## src/rtl/core/ffca_pkg.sv

```systemverilog
// Shared types and constants of the first-fit chunk allocator.
package ffca_pkg;

  localparam int WORD_W  = 15;
  localparam int CHUNK_W = 10;
  localparam int COUNT_W = 11;

  localparam int DEF_MAP_ENTRIES = 1024;
  localparam int DEF_CHUNK_WORDS = 27;

  localparam logic OP_ALLOC = 1'b0;
  localparam logic OP_FREE  = 1'b1;

  localparam logic [1:0] MARK_FREE  = 2'd0;
  localparam logic [1:0] MARK_BEGIN = 2'd1;
  localparam logic [1:0] MARK_CONT  = 2'd2;

  localparam logic [1:0] ST_OK         = 2'd0;
  localparam logic [1:0] ST_NOSPACE    = 2'd1;
  localparam logic [1:0] ST_MISALIGNED = 2'd2;
  localparam logic [1:0] ST_NOTSTART   = 2'd3;

  typedef struct packed {
    logic              opcode;
    logic [WORD_W-1:0] request_words;
    logic [WORD_W-1:0] free_offset;
  } req_t;

  typedef struct packed {
    logic [1:0]         status;
    logic [CHUNK_W-1:0] start_chunk;
    logic [WORD_W-1:0]  word_offset;
    logic [COUNT_W-1:0] chunk_count;
  } rsp_t;

endpackage

```

## src/rtl/core/first_fit_chunk_allocator.sv

```systemverilog
// First-fit chunk allocator: chunk map, reciprocal divider and scan sequencer.
//
// Request beats (req, req_valid, req_stall) carry an allocate or a free.
// Response beats (rsp, rsp_valid, rsp_stall) carry one result per request.
// A beat moves at a rising edge with valid high and stall low.
// After reset the block clears the map one entry a cycle
// and holds req_stall high until the pass is done.
// Each request first divides by CHUNK_WORDS with one reciprocal multiply.
// Allocate then scans the map through its single read port, one entry a cycle,
// and writes one mark a cycle for the block.
// Free reads and clears one entry at a time, through S_FRD and S_FCHK,
// until a non-continuation or the map end.
// The next request beat can be taken from the cycle after the response is loaded.
// One request is in progress at a time; req_stall is low only when idle.
// The response sits in an output register; a stalled response holds there
// while the next request is taken, and a new one waits until it moves.
module first_fit_chunk_allocator
  import ffca_pkg::*;
#(
  parameter int MAP_ENTRIES = DEF_MAP_ENTRIES,
  parameter int CHUNK_WORDS = DEF_CHUNK_WORDS
) (
  input  logic clk,
  input  logic rst,
  input  req_t req,
  input  logic req_valid,
  output logic req_stall,
  output rsp_t rsp,
  output logic rsp_valid,
  input  logic rsp_stall
);

  localparam int IDX_W  = (MAP_ENTRIES > 1) ? $clog2(MAP_ENTRIES) : 1;
  localparam int CNT_W  = $clog2(MAP_ENTRIES + 1);
  localparam int NEED_W = WORD_W + 1;
  localparam logic [IDX_W-1:0] LAST_IDX = IDX_W'(MAP_ENTRIES - 1);
  localparam int RECIP_SHIFT = 27;
  localparam int RECIP_W     = RECIP_SHIFT + 1;
  localparam int QPROD_W     = WORD_W + RECIP_W;
  localparam logic [RECIP_W-1:0] RECIP =
    RECIP_W'(((64'd1 << RECIP_SHIFT) + 64'(CHUNK_WORDS) - 64'd1) / 64'(CHUNK_WORDS));

  typedef enum logic [3:0] {
    S_CLEAR, S_IDLE, S_DIV, S_DECIDE, S_SCAN, S_MARK, S_FRD, S_FCHK, S_RESP
  } state_t;

  state_t            state;
  logic [1:0]        mem [MAP_ENTRIES];
  logic [1:0]        rdata;
  logic [IDX_W-1:0]  raddr;
  logic              we;
  logic [IDX_W-1:0]  waddr;
  logic [1:0]        wdata;

  logic [IDX_W-1:0]  clr_idx;
  logic              op;
  logic [WORD_W-1:0] dvd;
  logic [WORD_W-1:0] orig;
  logic [NEED_W-1:0] need;
  logic [CNT_W-1:0]  run;
  logic [IDX_W-1:0]  scan_idx;
  logic              pend;
  logic [IDX_W-1:0]  pend_idx;
  logic [IDX_W-1:0]  mark_idx;
  logic [CNT_W-1:0]  mark_left;
  logic [IDX_W-1:0]  fidx;
  logic              first;
  logic [1:0]        res_st;
  logic              res_ok;
  logic [IDX_W-1:0]  res_chunk;
  logic [CNT_W-1:0]  res_cnt;

  logic [QPROD_W-1:0] qprod;
  logic [CNT_W-1:0]  need_c;
  logic [CNT_W-1:0]  run_next;
  logic [IDX_W-1:0]  start;
  logic              fclear;
  logic [31:0]       chunk_ext;
  logic [31:0]       cnt_ext;
  logic [31:0]       prod;
  logic              rsp_load;
  rsp_t              rsp_next;

  assign req_stall = (state != S_IDLE);

  assign qprod = QPROD_W'(dvd) * QPROD_W'(RECIP);

  assign need_c   = CNT_W'(need);
  assign run_next = (rdata == MARK_FREE) ? run + CNT_W'(1) : '0;
  assign start    = IDX_W'(CNT_W'(pend_idx) + CNT_W'(1) - need_c);
  assign fclear   = first || (rdata == MARK_CONT);

  assign chunk_ext = 32'(res_chunk);
  assign cnt_ext   = 32'(res_cnt);
  assign prod      = chunk_ext * 32'(CHUNK_WORDS);

  assign rsp_load = (state == S_RESP) && (!rsp_valid || !rsp_stall);

  always_comb begin
    rsp_next.status      = res_st;
    rsp_next.start_chunk = '0;
    rsp_next.word_offset = '0;
    rsp_next.chunk_count = '0;
    if (res_ok) begin
      rsp_next.start_chunk = chunk_ext[CHUNK_W-1:0];
      rsp_next.word_offset = prod[WORD_W-1:0];
      rsp_next.chunk_count = cnt_ext[COUNT_W-1:0];
    end
  end

  always_comb begin
    raddr = (state == S_SCAN) ? scan_idx : fidx;
    we    = 1'b0;
    waddr = fidx;
    wdata = MARK_FREE;
    case (state)
      S_CLEAR: begin
        we    = 1'b1;
        waddr = clr_idx;
      end
      S_MARK: begin
        we    = 1'b1;
        waddr = mark_idx;
        wdata = (mark_idx == res_chunk) ? MARK_BEGIN : MARK_CONT;
      end
      S_FCHK: begin
        we = fclear;
      end
      default: begin
        we = 1'b0;
      end
    endcase
  end

  always_ff @(posedge clk) begin
    if (we) begin
      mem[waddr] <= wdata;
    end
    rdata <= mem[raddr];
  end

  always_ff @(posedge clk) begin
    if (rst) begin
      state     <= S_CLEAR;
      clr_idx   <= '0;
      rsp_valid <= 1'b0;
      pend      <= 1'b0;
      first     <= 1'b0;
    end else begin
      if (rsp_load) begin
        rsp_valid <= 1'b1;
      end else if (rsp_valid && !rsp_stall) begin
        rsp_valid <= 1'b0;
      end
      case (state)
        S_CLEAR: begin
          clr_idx <= clr_idx + IDX_W'(1);
          if (clr_idx == LAST_IDX) begin
            state <= S_IDLE;
          end
        end
        S_IDLE: begin
          if (req_valid) begin
            op    <= req.opcode;
            dvd   <= (req.opcode == OP_FREE) ? req.free_offset : req.request_words;
            orig  <= (req.opcode == OP_FREE) ? req.free_offset : req.request_words;
            state <= S_DIV;
          end
        end
        S_DIV: begin
          dvd   <= qprod[RECIP_SHIFT +: WORD_W];
          state <= S_DECIDE;
        end
        S_DECIDE: begin
          res_cnt <= '0;
          if (op == OP_ALLOC) begin
            need <= NEED_W'(dvd) + NEED_W'(1);
            if (32'(dvd) + 32'd1 > 32'(MAP_ENTRIES)) begin
              res_st <= ST_NOSPACE;
              res_ok <= 1'b0;
              state  <= S_RESP;
            end else begin
              run      <= '0;
              scan_idx <= '0;
              pend     <= 1'b0;
              state    <= S_SCAN;
            end
          end else begin
            if (32'(dvd) >= 32'(MAP_ENTRIES)) begin
              res_st <= ST_NOTSTART;
              res_ok <= 1'b0;
              state  <= S_RESP;
            end else begin
              fidx      <= IDX_W'(dvd);
              res_chunk <= IDX_W'(dvd);
              first     <= 1'b1;
              state     <= S_FRD;
            end
          end
        end
        S_SCAN: begin
          pend_idx <= scan_idx;
          scan_idx <= scan_idx + IDX_W'(1);
          if (pend && run_next == need_c) begin
            res_chunk <= start;
            res_cnt   <= need_c;
            mark_idx  <= start;
            mark_left <= need_c;
            res_st    <= ST_OK;
            res_ok    <= 1'b1;
            pend      <= 1'b0;
            state     <= S_MARK;
          end else if (pend && pend_idx == LAST_IDX) begin
            res_st <= ST_NOSPACE;
            res_ok <= 1'b0;
            pend   <= 1'b0;
            state  <= S_RESP;
          end else begin
            pend <= 1'b1;
            if (pend) begin
              run <= run_next;
            end
          end
        end
        S_MARK: begin
          mark_idx  <= mark_idx + IDX_W'(1);
          mark_left <= mark_left - CNT_W'(1);
          if (mark_left == CNT_W'(1)) begin
            state <= S_RESP;
          end
        end
        S_FRD: begin
          state <= S_FCHK;
        end
        S_FCHK: begin
          if (fclear) begin
            first   <= 1'b0;
            res_cnt <= res_cnt + CNT_W'(1);
            if (first) begin
              res_ok <= 1'b1;
              if (prod != 32'(orig)) begin
                res_st <= ST_MISALIGNED;
              end else if (rdata != MARK_BEGIN) begin
                res_st <= ST_NOTSTART;
              end else begin
                res_st <= ST_OK;
              end
            end
            if (fidx == LAST_IDX) begin
              state <= S_RESP;
            end else begin
              fidx  <= fidx + IDX_W'(1);
              state <= S_FRD;
            end
          end else begin
            state <= S_RESP;
          end
        end
        S_RESP: begin
          if (rsp_load) begin
            rsp   <= rsp_next;
            state <= S_IDLE;
          end
        end
        default: begin
          state <= S_IDLE;
        end
      endcase
    end
  end

  a_accept_div: assert property (@(posedge clk) disable iff (rst)
    (state == S_IDLE && req_valid) |=> (state == S_DIV))
    else $error("accepted request did not start the divide");

  a_mark_left: assert property (@(posedge clk) disable iff (rst)
    (state == S_MARK) |-> (mark_left != '0))
    else $error("mark pass entered with nothing to mark");

  a_run_bound: assert property (@(posedge clk) disable iff (rst)
    (state == S_SCAN) |-> (run < need_c))
    else $error("free run passed the request size");

  a_nospace_zero: assert property (@(posedge clk) disable iff (rst)
    (rsp_valid && rsp.status == ST_NOSPACE) |->
      (rsp.start_chunk == '0 && rsp.chunk_count == '0 && rsp.word_offset == '0))
    else $error("no-space response carries a block");

  a_rsp_hold: assert property (@(posedge clk) disable iff (rst)
    (state == S_RESP && rsp_valid && rsp_stall) |=> (state == S_RESP))
    else $error("response overwrote a stalled beat");

endmodule

```

## config.mk

```make
export PLATFORM = sky130hd
export DESIGN_NAME = first_fit_chunk_allocator
export DESIGN_NICKNAME = d
export VERILOG_FILES = /design/src/rtl/core/ffca_pkg.sv /design/src/rtl/core/first_fit_chunk_allocator.sv
export SDC_FILE = /design/constraint.sdc
export NUM_CORES = 2
export LEC_CHECK = 0
export ABC_AREA = 0
export BUFFER_PORTS_ARGS = -buffer_cell sky130_fd_sc_hd__buf_2
export CORE_UTILIZATION = 48
export CTS_CLUSTER_DIAMETER = 60
export DETAILED_ROUTE_END_ITERATION = 10
export MAX_ROUTING_LAYER = met4
export PLACE_DENSITY = 0.64
export SETUP_SLACK_MARGIN = 0.4
export SLEW_MARGIN = 20
export SYNTH_ARGS = -nofsm -noshare
export SYNTH_HDL_FRONTEND = slang
export SYNTH_SLANG_ARGS = --single-unit
```

## constraint.sdc

```tcl
create_clock -name clk -period 33.4 [get_ports clk]
set_clock_uncertainty 0.05 [all_clocks]
set_input_delay 0 -clock clk [delete_from_list [all_inputs] [get_ports clk]]
set_output_delay 0 -clock clk [all_outputs]
set_load 0.03 [all_outputs]
```

=== After elaboration in Yosys (flattened, before gate mapping) ===
Memories as Yosys holds them, arrays and structs flattened. A register that Yosys moved wholly into a read port is not among the register bits.
Cells that the tools add are included.

* Memories: 1
* Word-level logic and storage cells: 182
* Output and inout port bits: 40
* Flip-flop bits (word level): 183
* Memory bits (writable): 2048

{| class="wikitable"
|+ Memories
! name !! depth !! width !! read ports !! clocked after Yosys merged registers in !! write ports !! RTL line !! RTL
|-
| mem || 1024 || 2 || 1 || 1 || 1 || first_fit_chunk_allocator.sv:48 || <nowiki>logic [1:0] mem [MAP_ENTRIES];</nowiki>
|}

* Reductions and logical operators: 32
* Add/subtract/negate cells: 11
* Magnitude comparators: 2
* Muxes and demuxes: 73
* Bitwise logic cells: 2
* Multiply operators: 2
* Equal/unequal tests: 36

{| class="wikitable"
|+ Operators by type and width
! operator !! count
|-
| $pmux W10 S2 || 5
|-
| $mux W11 || 8
|-
| $mux W10 || 8
|-
| $add A10 B1 Y10 const B || 5
|-
| $mux W4 || 11
|-
| $pmux W11 S2 || 2
|-
| $mul A15 B23 Y38 const B || 1
|-
| $pmux W4 S9 || 1
|-
| $add A11 B1 Y11 const B || 3
|-
| $pmux W11 S3 || 1
|-
| $eq A10 B10 Y1 const B || 3
|-
| $mux W15 || 2
|-
| $pmux W15 S2 || 1
|-
| $ne A2 B2 Y1 const B || 14
|-
| $mux W2 || 11
|-
| $mux W1 || 18
|-
| $reduce_and A3 Y1 || 6
|-
| $add A15 B1 Y16 const B || 1
|-
| $eq A4 B3 Y1 const B || 4
|-
| $gt A16 B11 Y1 const B || 1
|-
| $ge A15 B11 Y1 const B || 1
|-
| $mul A10 B5 Y15 const B || 1
|-
| $ne A15 B15 Y1 || 1
|-
| $reduce_and A7 Y1 || 2
|-
| 29 further kinds || 47
|}

=== Longest topological paths before layout ===
* Word-level depth: 6
* Mapped depth: 23
* Depth with buffers taken out: 23

=== Worst setup path before layout ===
OpenSTA, ideal clock, no wires.

* Kind: reg2reg
* Start: register state[0]
* End: memory mem[0][0], data pin
* Data arrival time: 24.691 ns
* Library setup time: 4.966 ns
* Path slack: 3.692 ns
* Period minus slack after synthesis: 29.708 ns
* Path buffers: 3
* Stages on the path, launching flop included: 7
* Cells stage by stage: dfxtp_1 -> buf_2 -> nor2b_1 -> clkbuf_1 -> nand3b_1 -> clkbuf_1 -> nor2_1

* Longest elaborated chain between the ends: 2

{| class="wikitable"
|+ Ends and longest elaborated chain
! what !! RTL line !! RTL
|-
| start: declaration || first_fit_chunk_allocator.sv:47 || <nowiki>state_t state;</nowiki>
|-
| start signal: assignment || first_fit_chunk_allocator.sv:144 || <nowiki>state <= S_CLEAR;</nowiki>
|-
| start signal: assignment || first_fit_chunk_allocator.sv:159 || <nowiki>state <= S_IDLE;</nowiki>
|-
| start signal: assignment || first_fit_chunk_allocator.sv:167 || <nowiki>state <= S_DIV;</nowiki>
|-
| $eq A4 B3 Y1 || first_fit_chunk_allocator.sv:116 || <nowiki>case (state)</nowiki>
|-
| $mux W2 || first_fit_chunk_allocator.sv:116 ||
|-
| via wdata[0] || first_fit_chunk_allocator.sv:53 || <nowiki>logic [1:0] wdata;</nowiki>
|-
| end: declaration || first_fit_chunk_allocator.sv:48 ||
|}

The timed path passes the listed nets, and every way through them passes these cells.

=== Worst setup path after layout ===
* Start: register dvd[13]
* End: register dvd[10], data pin

* Longest elaborated chain between the ends: 2

{| class="wikitable"
|+ Ends and longest elaborated chain
! what !! RTL line !! RTL
|-
| start: declaration || first_fit_chunk_allocator.sv:57 || <nowiki>logic [WORD_W-1:0] dvd;</nowiki>
|-
| start signal: assignment || first_fit_chunk_allocator.sv:165 || <nowiki>dvd <= (req.opcode == OP_FREE) ? req.free_offset : req.request_words;</nowiki>
|-
| start signal: assignment || first_fit_chunk_allocator.sv:171 || <nowiki>dvd <= qprod[RECIP_SHIFT +: WORD_W];</nowiki>
|-
| $mul A15 B23 Y38 || first_fit_chunk_allocator.sv:86 || <nowiki>assign qprod = QPROD_W'(dvd) * QPROD_W'(RECIP);</nowiki>
|-
| $pmux W15 S2 || first_fit_chunk_allocator.sv:155 || <nowiki>case (state)</nowiki>
|}

No other way between the ends.
A chain may end at the register's enable or synchronous reset.

==> flow_metrics.tcl <==
set metrics [dict create \
    clkTransAtPathRegs_ns 0.06 \
    htreeDepth 4 \
    ctsLongestPathBuffers 3 \
    drt-total-wl_mm 298 \
    yosys-top-cells-area "edfxtp_1, mux4_2, nand2_1, nor2_1, ha_1" \
    route.met3.wl_mm 32.4 \
    syn_area_per_cell_um2 13.3 \
    maxUsedRoutingLayer "met4" \
    dr.pass1.iters 6 \
    port_buffers 74 \
    p_clk_share_pct 30.5 \
    syn_to_final_growth_pct 10.8 \
    yosys_register_bits 2232 \
    clock_latency_ns 0.87 \
    setup_viol 0 \
    post-place-cells 10000 \
    grt_pass1_vias 62900 \
    wl_met2_mm 139 \
    die-width_um 458 \
    max-cap-violations 0 \
    power.internal_mw 5.26 \
    synth_area_um2 100000 \
    rsz0062_at_grt "no" \
    timing.final.crit_period_ns 6.95 \
    vias 64800 \
    cp_max_fo 13 \
    start_util_pct 48.3 \
    outcome "complete, no violations" \
    chipHeight_um 458 \
    cp_data_required_time_ns 33.93 \
    fin_ws_ns 26.46 \
    syn-num-nets 7898 \
    dieArea_um2 210000 \
    ys.flop_type "edfxtp_1" \
    async_reset_ff_share_pct 0 \
    switchingPower_mw 2.76 \
    yosys.area.top_type_share_pct 66.5 \
    wl_per_cell_um 28.4 \
    root_buffer "clkbuf_16" \
    dpl_worst_slack_ns 26.50 \
    powerDensity_nw_per_um2 72.4 \
    drt_iter0_drc 9077 \
    cp-end-kind "flop" \
    ys_seq_area_share_pct 66.8 \
    fin_crit_sh_pct 20.8 \
    path_class "reg2reg" \
    slew_viol_final 0 \
    finalHoldViolCount 0 \
    tightestPinTransition_ns 1.24 \
    crit_arrival_ns 7.47 \
    synth_edf_count 2213 \
    antenna_found_initial 11 \
    leakage_nw 36.7 \
    wl_met1_mm 116 \
    cts_inserted_buffers 225 \
    vdd_ir_drop_max_uv 108 \
    holdCritPathClass "in2reg" \
    cts.sinks 2232 \
    max_freq_mhz 144 \
    hold_slack_ns 0.0457 \
    p_seq_share_pct 39.4 \
    setup.worst_path.start_class "flop" \
    synth_cells 7535 \
    vias_per_cell 6.17 \
    swShare_pct 34.4 \
    fin_setup_tns_ns 0 \
    cts_setup_buffers 0 \
    dpl.hpwl_mm 170 \
    grt_max_degree 239 \
    max-slew-margin-rel_pct 16.7 \
    stdcell_count 10500 \
    pwr-share-comb_pct 30.1 \
    track_usage_pct 29.2 \
    cts_tree "done" \
    synthTopCellsByCount "edfxtp_1, nand2_1, nor2_1" \
    synth_cell_types 80 \
    drive_gt1_share_pct 11.4 \
    grt_overflow 0 \
    ant_nets 0 \
    rows 167 \
    synth_top_area_cell "edfxtp_1" \
    pin_count 75 \
    grt_pass1_wl_mm 435 \
    fin_nets 7892 \
    core-area_um2 207000 \
    synth_warnings 0 \
    place_congestion 0.894 \
    synth.most_common_cell "edfxtp_1" \
    drc_errors 0 \
]
[stage by stage]
stage	util [%]	cell area, µm²	total power, mW
global placement	49.8	103000	5.57
detailed placement	49.8	103000	5.59
global route	53.5	111000	8.36
CTS	53.5	111000	8.02
floorplan	-	100000	4.80
finish	53.5	111000	8.02
[timing repair]
action | 4_1_cts | 5_1_grt
hold buffers | 58 | 0
resized for setup | 0 | 0
hold endpoints to repair | 104 | 0
[final cells by class]
type / count / area (µm²)
Multi-Input combinational cell: 4559 / 30300
Tap cell: 2788 / 3490
Antenna cell: 6 / 15.0
Sequential cell: 2232 / 66800
Clock inverter: 132 / 1210
Clock buffer: 281 / 5880
Fill cell: 17100 / 96300
Inverter: 228 / 856
Timing Repair Buffer: 283 / 2250
[sequential cells by signal, summed over array words and instances (netlist names)]
name / count
clr_idx: 10
dvd: 15
fidx: 10
first: 1
mark_idx: 10
mark_left: 11
mem: 2048
need: 11
op: 1
orig: 15
pend: 1
pend_idx: 10
rdata: 2
res_chunk: 10
res_cnt: 11
res_ok: 1
res_st: 2
rsp: 37
rsp_valid: 1
run: 11
scan_idx: 10
state: 4
[critical path, stage by stage, from the launching register on]
cell,delay [ns]
edfxtp_1,0.68
inv_1,0.25
ha_1,0.44
xor2_1,0.26
ha_1,0.19
a21oi_1,0.06
fa_1,0.52
inv_1,0.05
fa_1,0.51
fa_1,0.51
inv_1,0.05
fa_1,0.51
inv_1,0.05
ha_1,0.28
and3_1,0.14
o2111ai_1,0.12
a31oi_1,0.22
o211ai_1,0.21
a2111oi_0,0.66
a211o_1,0.28
o41a_1,0.24
a31o_2,0.19
xnor2_1,0.11
a21oi_1,0.08
[power by group through the flow]
stage,clock network (mW),logic [mW],registers (mW)
after floorplan,0,1.55,3.24
after global placement,0,2.35,3.22
after detailed placement,0,2.37,3.22
after CTS,2.46,2.40,3.16
after global routing,2.57,2.63,3.16
final,2.45,2.41,3.16
[worst paths after layout]
kind | cells past startpoint | end | start | slack [ns]
setup / recovery | 23 | dvd[10] | dvd[13] | 26.46
hold / removal | 3 | orig[13] | req[13] | 0.05
setup reg to reg | 23 | dvd[10] | dvd[13] | 26.46
hold reg to reg | 0 | rsp[36] | res_st[0] | 0.37
[kinds of logic (layout without fill, tap and decap cells)]
| group | after synthesis | after routing | share of synthesized area, % |
|---|---|---|---|
| and+or+nand+nor | 3102 | 3102 | 13.0 |
| AOI/OAI and AO/OA | 662 | 662 | 4.45 |
| xor gates and xnor gates | 125 | 125 | 1.12 |
| adders and majority gates | 328 | 328 | 4.97 |
| DFF | 2232 | 2232 | 66.8 |
| buffers and inverters | 744 | 924 | 3.37 |
| other | 0 | 6 | 0 |
| muxes | 342 | 342 | 6.25 |
[cell usage in the layout, fill, tap and decap left out, types with 97 or more instances in the layout]
cell type  count
o21ai_0       97
nor2_1      1139
fa_1         115
nand4_1      114
ha_1         213
clkbuf_16    226
nand3_1      399
a21oi_1      159
mux4_2       223
inv_1        228
edfxtp_1    2213
nand2_1     1190
buf_4        138
[layer usage]
layer / global-route usage, % / vias to the layer above
li1: - / 27600
met1: 39.8 / 32900
met4: 9.98 / 0
met3: 5.04 / 601
met2: 44.6 / 3780
met5: - / -
Power figures use the tool's default switching activity.
